### config.mk
export PLATFORM = sky130hd
export DESIGN_NAME = i2c_bit_level_master_top
export DESIGN_NICKNAME = d
export VERILOG_FILES = /design/src/rtl/core/i2cm_pkg.sv /design/src/rtl/core/i2c_bit_level_master_top.sv /design/src/rtl/core/i2cm_core.sv
export SDC_FILE = /design/constraint.sdc
export NUM_CORES = 1
export LEC_CHECK = 0
export ABC_AREA = 0
export BUFFER_PORTS_ARGS = -buffer_cell sky130_fd_sc_hd__buf_2
export CORE_UTILIZATION = 51
export DETAILED_ROUTE_END_ITERATION = 8
export GPL_ROUTABILITY_DRIVEN = 0
export HOLD_SLACK_MARGIN = 0.08
export PLACE_DENSITY = 0.75
export SLEW_MARGIN = 40
export SYNTH_ARGS = -nofsm -noshare
export SYNTH_HDL_FRONTEND = slang
export SYNTH_SLANG_ARGS = --single-unit
### constraint.sdc
create_clock -name clk -period 2.5 [get_ports clk]
set_clock_uncertainty 0.2 [all_clocks]
set_input_delay 0 -clock clk [delete_from_list [all_inputs] [get_ports clk]]
set_output_delay 0 -clock clk [all_outputs]
set_load 0.1 [all_outputs]
### src/rtl/core/i2cm_pkg.sv
// ----------------------------------------------------------------------------
// i2cm_pkg
// shared types and constants of the bit-level i2c master
// ----------------------------------------------------------------------------
package i2cm_pkg;

    typedef enum logic [1:0] {
        CMD_START = 2'd0,
        CMD_STOP  = 2'd1,
        CMD_WRITE = 2'd2,
        CMD_READ  = 2'd3
    } cmd_t;

    typedef enum logic [2:0] {
        PH_IDLE  = 3'd0,
        PH_ONE   = 3'd1,
        PH_TWO   = 3'd2,
        PH_THREE = 3'd3
    } phase_t;

    // bit slots per byte: eight data bits and the ack slot
    localparam logic [3:0] SLOT_COUNT = 4'd9;
    localparam logic [3:0] DATA_BITS  = 4'd8;

    typedef struct packed {
        logic       cmd_valid;
        logic [1:0] func;
        logic [7:0] tx_byte;
        logic       send_ack;
        logic       sda_in;
    } item_t;

    typedef struct packed {
        logic       scl_out;
        logic       sda_drive_low;
        logic       busy_res;
        logic       done_res;
        logic [7:0] rx_byte;
        logic       ack_seen;
    } res_t;

endpackage

### src/rtl/core/i2c_bit_level_master_top.sv
// ----------------------------------------------------------------------------
// i2c_bit_level_master_top
// time-stepped bit-level i2c master with valid/stall channels
// ----------------------------------------------------------------------------
// Each input transfer is one bus delay tick carrying the sampled sda level and,
// while the master is idle, an optional command (start or repeated start,
// stop, write byte with ack slot, read byte with ack or nack). Every input
// transfer produces exactly one output transfer with the scl level, the sda
// pull-down, busy, done, the received byte and the sampled ack. The block takes
// one tick per clock cycle when the output side does not stall; a result passes
// through the input register and then the result register. Start and stop last
// 4 ticks, a byte 19 ticks; a command offered while busy is ignored. The
// sequencer update between the two registers is combinational.
module i2c_bit_level_master_top
    import i2cm_pkg::*;
(
    input  logic       clk,
    input  logic       rst_n,
    // input channel
    input  logic       in_valid,
    output logic       in_stall,
    input  logic       cmd_valid,
    input  logic [1:0] func,
    input  logic [7:0] tx_byte,
    input  logic       send_ack,
    input  logic       sda_in,
    // output channel
    output logic       out_valid,
    input  logic       out_stall,
    output logic       scl_out,
    output logic       sda_drive_low,
    output logic       busy_res,
    output logic       done_res,
    output logic [7:0] rx_byte,
    output logic       ack_seen
);

    // input register stage
    logic  s1_valid_reg, s1_valid_next;
    item_t s1_item_reg;

    // result register stage
    logic  out_valid_reg, out_valid_next;
    res_t  out_res_reg;

    res_t  step_res;
    logic  adv;
    logic  fire;
    logic  in_take;

    // pipeline moves when the result register is empty or being drained
    assign adv     = !out_valid_reg || !out_stall;
    assign fire    = s1_valid_reg && adv;
    assign in_stall = s1_valid_reg && !adv;
    assign in_take = in_valid && !in_stall;

    always_comb
    begin
        s1_valid_next = s1_valid_reg;
        if (in_take)
            s1_valid_next = 1'b1;
        else if (adv)
            s1_valid_next = 1'b0;
    end

    always_comb
    begin
        out_valid_next = out_valid_reg;
        if (adv)
            out_valid_next = s1_valid_reg;
    end

    always_ff @(posedge clk or negedge rst_n)
    begin
        if (!rst_n)
        begin
            s1_valid_reg  <= 1'b0;
            out_valid_reg <= 1'b0;
        end
        else
        begin
            s1_valid_reg  <= s1_valid_next;
            out_valid_reg <= out_valid_next;
        end
    end

    // payload registers, no reset needed
    always_ff @(posedge clk)
    begin
        if (in_take)
        begin
            s1_item_reg.cmd_valid <= cmd_valid;
            s1_item_reg.func      <= func;
            s1_item_reg.tx_byte   <= tx_byte;
            s1_item_reg.send_ack  <= send_ack;
            s1_item_reg.sda_in    <= sda_in;
        end
        if (fire)
            out_res_reg <= step_res;
    end

    // sequencer: one phase per accepted tick
    i2cm_core u_core (
        .clk   (clk),
        .rst_n (rst_n),
        .fire  (fire),
        .item  (s1_item_reg),
        .res   (step_res)
    );

    assign out_valid     = out_valid_reg;
    assign scl_out       = out_res_reg.scl_out;
    assign sda_drive_low = out_res_reg.sda_drive_low;
    assign busy_res      = out_res_reg.busy_res;
    assign done_res      = out_res_reg.done_res;
    assign rx_byte       = out_res_reg.rx_byte;
    assign ack_seen      = out_res_reg.ack_seen;

endmodule

### src/rtl/core/i2cm_core.sv
// ----------------------------------------------------------------------------
// i2cm_core
// bus sequencer state and one-tick update of the i2c master
// ----------------------------------------------------------------------------
module i2cm_core
    import i2cm_pkg::*;
(
    input  logic  clk,
    input  logic  rst_n,
    input  logic  fire,
    input  item_t item,
    output res_t  res
);

    cmd_t       cmd_reg, cmd_next;
    phase_t     phase_reg, phase_next;
    logic [3:0] bit_cnt_reg, bit_cnt_next;
    logic [7:0] shift_reg, shift_next;
    logic       ack_choice_reg, ack_choice_next;
    logic       scl_reg, scl_next;
    logic       sda_low_reg, sda_low_next;
    logic       busy_reg, busy_next;

    logic       done;
    logic [7:0] rx;
    logic       acks;
    logic       do_low;
    cmd_t       cmd_sel;
    logic [7:0] shift_base;
    logic [3:0] bit_base;
    logic       ack_base;
    logic       is_start;

    assign is_start = (cmd_reg == CMD_START);

    // phase sequencing
    always_comb
    begin
        phase_next = phase_reg;
        if (!busy_reg)
        begin
            if (item.cmd_valid)
            begin
                phase_next = PH_ONE;
            end
        end
        else if (cmd_reg inside {CMD_START, CMD_STOP})
        begin
            unique case (phase_reg)
                PH_ONE:   phase_next = PH_TWO;
                PH_TWO:   phase_next = PH_THREE;
                PH_THREE: phase_next = PH_IDLE;
                default:  phase_next = PH_IDLE;
            endcase
        end
        else
        begin
            unique case (phase_reg)
                PH_ONE:  phase_next = PH_TWO;
                PH_TWO:  phase_next = (bit_cnt_reg >= SLOT_COUNT) ? PH_IDLE : PH_ONE;
                default: phase_next = PH_IDLE;
            endcase
        end
    end

    // line levels, shifter and results
    always_comb
    begin
        cmd_next        = cmd_reg;
        bit_cnt_next    = bit_cnt_reg;
        shift_next      = shift_reg;
        ack_choice_next = ack_choice_reg;
        scl_next        = scl_reg;
        sda_low_next    = sda_low_reg;
        busy_next       = busy_reg;
        done            = 1'b0;
        rx              = 8'd0;
        acks            = 1'b0;
        do_low          = 1'b0;
        cmd_sel         = cmd_reg;
        shift_base      = shift_reg;
        bit_base        = bit_cnt_reg;
        ack_base        = ack_choice_reg;

        if (!busy_reg)
        begin
            if (item.cmd_valid)
            begin
                cmd_next  = cmd_t'(item.func);
                busy_next = 1'b1;
                unique case (cmd_t'(item.func)) inside
                    CMD_START: sda_low_next = 1'b0;
                    CMD_STOP:  scl_next     = 1'b0;
                    CMD_WRITE, CMD_READ:
                    begin
                        cmd_sel    = cmd_t'(item.func);
                        shift_base = (cmd_t'(item.func) == CMD_WRITE) ? item.tx_byte : 8'd0;
                        ack_base   = item.send_ack;
                        bit_base   = 4'd0;
                        do_low     = 1'b1;
                    end
                    default: busy_next = 1'b1;
                endcase
            end
        end
        else if (cmd_reg inside {CMD_START, CMD_STOP})
        begin
            unique case (phase_reg)
                PH_ONE:
                begin
                    if (is_start) scl_next = 1'b1;
                    else          sda_low_next = 1'b1;
                end
                PH_TWO:
                begin
                    if (is_start) sda_low_next = 1'b1;
                    else          scl_next = 1'b1;
                end
                PH_THREE:
                begin
                    if (is_start) scl_next = 1'b0;
                    else          sda_low_next = 1'b0;
                    done      = 1'b1;
                    busy_next = 1'b0;
                end
                default: busy_next = 1'b0;
            endcase
        end
        else
        begin
            unique case (phase_reg)
                PH_ONE: scl_next = 1'b1;
                PH_TWO:
                begin
                    if (bit_cnt_reg >= SLOT_COUNT)
                    begin
                        if (cmd_reg == CMD_WRITE) acks = item.sda_in;
                        else                      rx   = shift_reg;
                        scl_next  = 1'b0;
                        done      = 1'b1;
                        busy_next = 1'b0;
                    end
                    else
                    begin
                        do_low = 1'b1;
                    end
                end
                default: busy_next = 1'b0;
            endcase
        end

        // low phase of a bit slot: scl falls, sda set for the slot
        if (do_low)
        begin
            if (cmd_sel == CMD_READ)
            begin
                if (bit_base >= 4'd1 && bit_base <= DATA_BITS)
                    shift_next = {shift_base[6:0], item.sda_in};
                else
                    shift_next = shift_base;
                sda_low_next = (bit_base == DATA_BITS) ? ack_base : 1'b0;
            end
            else
            begin
                if (bit_base < DATA_BITS)
                begin
                    sda_low_next = ~shift_base[7];
                    shift_next   = {shift_base[6:0], 1'b0};
                end
                else
                begin
                    sda_low_next = 1'b0;
                    shift_next   = shift_base;
                end
            end
            scl_next        = 1'b0;
            bit_cnt_next    = bit_base + 4'd1;
            ack_choice_next = ack_base;
        end
    end

    always_ff @(posedge clk or negedge rst_n)
    begin
        if (!rst_n)
        begin
            cmd_reg        <= CMD_START;
            phase_reg      <= PH_IDLE;
            bit_cnt_reg    <= 4'd0;
            shift_reg      <= 8'd0;
            ack_choice_reg <= 1'b0;
            scl_reg        <= 1'b1;
            sda_low_reg    <= 1'b0;
            busy_reg       <= 1'b0;
        end
        else if (fire)
        begin
            cmd_reg        <= cmd_next;
            phase_reg      <= phase_next;
            bit_cnt_reg    <= bit_cnt_next;
            shift_reg      <= shift_next;
            ack_choice_reg <= ack_choice_next;
            scl_reg        <= scl_next;
            sda_low_reg    <= sda_low_next;
            busy_reg       <= busy_next;
        end
    end

    assign res.scl_out       = scl_next;
    assign res.sda_drive_low = sda_low_next;
    assign res.busy_res      = busy_next;
    assign res.done_res      = done;
    assign res.rx_byte       = rx;
    assign res.ack_seen      = acks;

endmodule

==> impl_metrics.yaml, run 1 <==
synthesis:
  ys_seq_area_share_pct: 58.5
  postSynthAreaPerCell_sq_um: 11.5
  syn-cell-area_sq_um: 2280
  synth_warnings: 0
  synth_seq_cells: 48
  synthCells: 198
  ys_types: 41
  yosysTopAreaCellShare_pct: 34.2
  synth-async-reset-ratio_pct: 45.8
  synth_edf_count: 26
  synth_top_area_cell: "edfxtp_1"
  synthesis.nets: 223
  synthFlopType: "edfxtp_1"
  synth.area.top_cells: "edfxtp_1 34%, dfrtp_1 23%, ha_1 4.4%"
worst_setup_path:
  r2r_start: "u_core.phase_reg[0]"
  crit_path_start: "u_core.phase_reg[0]"
  path_max_fanout: 3
  crit_path_end_kind: "register"
  cp.required_ns: 2.36
  critical_path_arrival_ns: 2.27
  reg2reg_slack_ns: 0.09
  crit_type: "reg -> reg"
  critPathLaunchType: "register"
clock_tree:
  clkLatencyLatePin_ns: 0.30
  root_buffer: "clkbuf_8"
  cts_buffer_depth: 2
  clk_pin_slew_ns: 0.08
  cts_sinks: 48
  numCtsBuffers: 5
  cts-htree-levels: 2
  cts_tree: "built"
sta:
  slew_viol_final: 0
  worst_pin_slew_ns: 0.587
  hold_violations: 0
  setup_viol: 0
  timing.final.crit_share_pct: 96.5
  setup_ws_ns: 0.0874
  finalSetupTns_ns: 0
  slew_headroom_pct: 59.9
  holdWs_ns: 0.206
  clock.fmax_ghz: 0.414
  fin_crit_ns: 2.41
grt:
  grt_overflow: 0
  grt.total_usage_pct: 23.2
  grt_max_degree: 22
  antenna_found_initial: 0
  grt_pass1_vias: 1617
  grt_pass1_wl_mm: 7.63
route:
  antenna_left: 0
  drc: 0
  avgRoutedWirePerCell_um: 15.4
  firstDrtPassIters: 4
  drt-initial-drc-count: 175
  vias: 1727
  viasPerCell: 5.63
  wl_mm: 4.74
hold_path:
  holdCritPathClass: "in -> reg"
  worstHoldStart: "tx_byte[3]"
placement:
  dp_slack_ns: 0.0541
  hpwl_mm: 3.10
  port-buffer-count: 31
  dpl_cell_area_sq_um: 2520
die:
  design.die.area_sq_um: 4740
  initial_utilization_pct: 55.0
  core_sq_um: 4140
  core.rowCount: 23
  ioPinCount: 32
  die_y_um: 68.9
  die_w_um: 68.9
cells_and_area:
  stdcell_area_sq_um: 2800
  area_delta_synth_final_pct: 22.9
  fin_nets: 281
  drive_gt1_share_pct: 21.8
  utilization_pct: 67.6
  register_area_sq_um: 1330
  largest_reg_flops: 13
  multi_input_area_sq_um: 873
  diodes: 0
  fill_cells: 315
pwr:
  ir_worst_vdd_v: 0.000694
  power_density_nw_per_um2: 1030
  leakage_nw: 1.19
status:
  status: "finished, final reports clean"
run:
  cap_violations: 0
==> critical path: stages, from the launching register on <==
cell     delay (ns)
dfrtp_1        0.38
inv_2          0.06
ha_1           0.21
or4b_4         0.52
or3_1          0.31
o21ai_1        0.07
nor4_1         0.06
or3_1          0.35
==> timing repair <==
| item | 4_1_cts | 5_1_grt |
|---|---|---|
| gates resized for setup | 0 | 2 |
| endpoints found under the setup margin | 0 | 1 |
| hold buffers | 19 | 0 |
| endpoints found under the hold margin | 37 | 0 |
| setup buffers | 0 | 1 |
==> layout by cell type (no fill, tap or decap), types with 8 or more instances in the layout <==
master and count:
dfrtp_1 21, buf_2 32, nand2_1 20, buf_4 10, a22oi_1 8, dlygate4sd3_1 18
nor2_1 9, o21ai_0 10, edfxtp_1 26, and2_1 11
==> worst paths after layout <==
check | cells past startpoint | end
min in group asynchronous | 3 | u_core.scl_reg
max in group asynchronous | 4 | u_core.cmd_reg[0]
max reg2reg | 7 | sda_drive_low
min reg2reg | 2 | u_core.scl_reg
max | 7 | sda_drive_low
min | 2 | s1_item_reg[5]
==> synth_stat cells, types with 3 or more instances <==
master     count
a31oi_1        4
nand3_1        4
ha_1           8
o21ai_0       10
dfrtp_1       21
and2_1        11
clkbuf_1       7
a21oi_1        7
a22oi_1        8
edfxtp_1      26
mux2i_1        3
or3_1          3
nand3b_1       3
o2bb2ai_1      7
nand2b_1       5
nor3_1         3
inv_1          9
nand2_1       20
nor2_1         9
mux2_2         3
==> power by group <==
group	internal (mW)	total [mW]	switching, mW	leakage (nW)
logic	0.456	1.21	0.750	0.618
registers	1.04	1.22	0.178	0.532
clock network	0.200	0.453	0.253	0.0424
==> area by class of cell <==
type / count / area share (%)
Timing Repair Buffer: 60 / 14.8
Clock buffer: 7 / 2.72
Sequential cell: 48 / 47.5
Inverter: 9 / 1.21
Tap cell: 50 / 2.23
Multi-Input combinational cell: 132 / 31.2
Clock inverter: 1 / 0.312
==> layer usage <==
metal / vias up / GRT usage (%) / routed length [um]
li1: 846 / - / -
met3: 7 / 6.74 / 285
met2: 67 / 36.5 / 2240
met5: - / 0 / 0
met4: 0 / 7.91 / 69
met1: 807 / 30.6 / 2140
==> per-stage QoR <==
stage | power [mW] | std cells
finish | 2.88 | 307
global placement | 2.35 | 279
floorplan | 2.08 | 198
CTS | 2.84 | 306
global route | 3.06 | 307
detailed placement | 2.37 | 279
==> cell families (layout without fill, tap and decap cells) <==
kind of cell | after synthesis | in the layout | share of synthesized area [%]
buf+inv | 18 | 77 | 3.35
mux | 6 | 6 | 2.80
fa+ha+maj | 8 | 8 | 4.39
compound gates | 50 | 50 | 15.0
flops | 48 | 48 | 58.5
simple gates | 68 | 68 | 16.0
No activity file was read; power rests on OpenSTA's default activity.
==> inputs of run 2 (changes only) <==
--- a/config.mk
+++ b/config.mk
@@ -7,6 +7,7 @@
 export LEC_CHECK = 0
 export ABC_AREA = 0
 export BUFFER_PORTS_ARGS = -buffer_cell sky130_fd_sc_hd__buf_2
+export CORE_ASPECT_RATIO = 0.75
 export CORE_UTILIZATION = 51
 export DETAILED_ROUTE_END_ITERATION = 8
 export GPL_ROUTABILITY_DRIVEN = 0
==> run 2 against run 1 <==
Cell area is 2.4% higher. Worst setup slack worse by 0.016 ns. Fmax is 0.68% lower. Clock-buffer cell count is 2 lower. Final cell count is 1.6% higher. First-iteration DRC count is 35% higher. Non-clock buffer count stayed put. Wire length is 2.2% higher. Critical path depth stayed put. Largest cell class unchanged.
==> impl_metrics.yaml, run 2 (same netlist as run 1, synthesis figures left out) <==
status:
  status: "finished, final reports clean"
die:
  design.die.area_sq_um: 4740
  core_sq_um: 4180
  core.rowCount: 20
  ioPinCount: 32
  initial_utilization_pct: 54.6
  die_y_um: 59.9
  die_w_um: 79.2
worst_setup_path:
  crit_path_end_kind: "register"
  crit_type: "reg -> reg"
  critical_path_buf_inv_count: 1
  cp.required_ns: 2.34
  path_max_fanout: 4
  cp_top_family: "simple AND/OR/NAND/NOR gates"
  max_stage_delay_ns: 0.48
  crit_chain: "inv_2 -> ha_4 -> or4b_4 -> or3_4 -> o21ai_2 -> nor4_2 -> or3_1"
  slowest_stage: "or4b_4"
  critPathLaunchType: "register"
  critical_path_arrival_ns: 2.27
cells_and_area:
  utilization_pct: 68.7
  largest_reg_flops: 13
  final_cell_mix: "32 x buf_2, 26 x edfxtp_1, 21 x dfrtp_1"
  multi_input_area_sq_um: 905
  fin_nets: 281
  register_area_sq_um: 1330
  fill_cells: 305
  mostFrequentLayoutCell: "buf_2"
  final_cells: 312
  drive_gt1_share_pct: 24.5
  area_delta_synth_final_pct: 25.9
  diodes: 0
sta:
  fin_crit_ns: 2.43
  setup_viol: 0
  slew_viol_final: 0
  clock.fmax_ghz: 0.412
  worst_pin_slew_ns: 0.705
  hold_violations: 0
  slew_headroom_pct: 52.6
  timing.final.crit_share_pct: 97.2
clock_tree:
  cts-htree-levels: 2
  cts_buffer_depth: 2
  clk_pin_slew_ns: 0.10
  numCtsBuffers: 5
  cts_sinks: 48
  clkLatencyLatePin_ns: 0.30
  cts_tree: "built"
  root_buffer: "clkbuf_8"
grt:
  grt_pass1_wl_mm: 7.71
  grt_overflow: 0
  antenna_found_initial: 0
  grt_max_degree: 23
  grt.total_usage_pct: 21.9
  grt_pass1_vias: 1633
pwr:
  power_frac_comb_pct: 41.8
  pwr-share-clk_pct: 18.4
  ir_worst_vdd_v: 0.000602
  leakage_nw: 1.21
  swShare_pct: 40.0
  internal-power_mw: 1.83
  pwr-share-seq_pct: 39.8
  power_density_nw_per_um2: 1060
  power_switching_mw: 1.22
run:
  cap_violations: 0
route:
  firstDrtPassIters: 4
  wl_mm: 4.84
  routed.top_layer: "met4"
  vias: 1732
  drc: 0
  wl_met1_mm: 2.31
  viasPerCell: 5.55
  routed-wl-met2_mm: 2.23
  avgRoutedWirePerCell_um: 15.5
  route.met3.wl_um: 297
  drt-initial-drc-count: 236
  antenna_left: 0
placement:
  port-buffer-count: 31
  hpwl_mm: 3.08
  placed_cells: 283
hold_path:
  holdCritPathClass: "in -> reg"
==> run 2: worst register-to-register path, cell delays in order, from the launching register on <==
cell and delay [ns]:
dfrtp_1 0.41, inv_2 0.08, ha_4 0.17, or4b_4 0.48, or3_4 0.34, o21ai_2 0.07, nor4_2 0.06, or3_1 0.37
==> run 2: power groups by stage <==
| stage | Sequential [mW] | Combinational (mW) | Clock (mW) |
|---|---|---|---|
| after floorplan | 1.42 | 0.667 | 0 |
| after global placement | 1.22 | 1.13 | 0 |
| after detailed placement | 1.22 | 1.14 | 0 |
| after CTS | 1.21 | 1.17 | 0.564 |
| after global routing | 1.24 | 1.39 | 0.607 |
| final | 1.22 | 1.27 | 0.562 |
==> run 2: worst paths after layout <==
path / start / to / slack (ns) / cells past startpoint
worst max-delay path: u_core.phase_reg[1] / sda_drive_low / 0.07 / 7
worst min-delay path: tx_byte[3] / s1_item_reg[5] / 0.21 / 2
worst max register to register: u_core.phase_reg[1] / sda_drive_low / 0.07 / 7
worst min register to register: u_core.scl_reg / u_core.scl_reg / 0.30 / 2
max in group asynchronous: rst_n / u_core.bit_cnt_reg[3] / 1.11 / 4
min in group asynchronous: rst_n / u_core.scl_reg / 0.54 / 3
==> run 2: per-layer routing <==
| layer | global-route usage, % | vias up |
|---|---|---|
| met5 | 0 | - |
| met4 | 3.38 | 0 |
| met3 | 6.26 | 2 |
| met2 | 34.5 | 60 |
| met1 | 30.9 | 825 |
| li1 | - | 845 |
==> run 2: area by class of cell <==
type	count	share of cell area, %
clock buffers	5	2.40
flip-flops and latches	48	46.4
repair buffers	60	14.5
clock inverters	3	1.61
inverters	9	1.18
multi-input cells	132	31.5
well taps	55	2.40
==> run 2: what timing repair did <==
item	CTS	global route
gates resized for setup	0	9
setup buffers	0	2
endpoints found under the hold margin	37	0
hold buffers	19	0
setup endpoints to repair	0	9
==> run 2: per-stage QoR <==
stage | setup slack, ns | total power [mW] | area (sq um) | hold WS, ns | setup TNS (ns)
finish | 0.0709 | 3.05 | 2870 | 0.205 | 0
global route | -0.00562 | 3.23 | 2870 | 0.203 | -0.00968
CTS | 0.00309 | 2.94 | 2830 | 0.201 | 0
detailed placement | 0.0172 | 2.36 | 2520 | -0.200 | 0
global placement | 0.0870 | 2.35 | 2520 | -0.199 | 0
floorplan | -0.00550 | 2.08 | 2280 | -0.496 | -0.00550
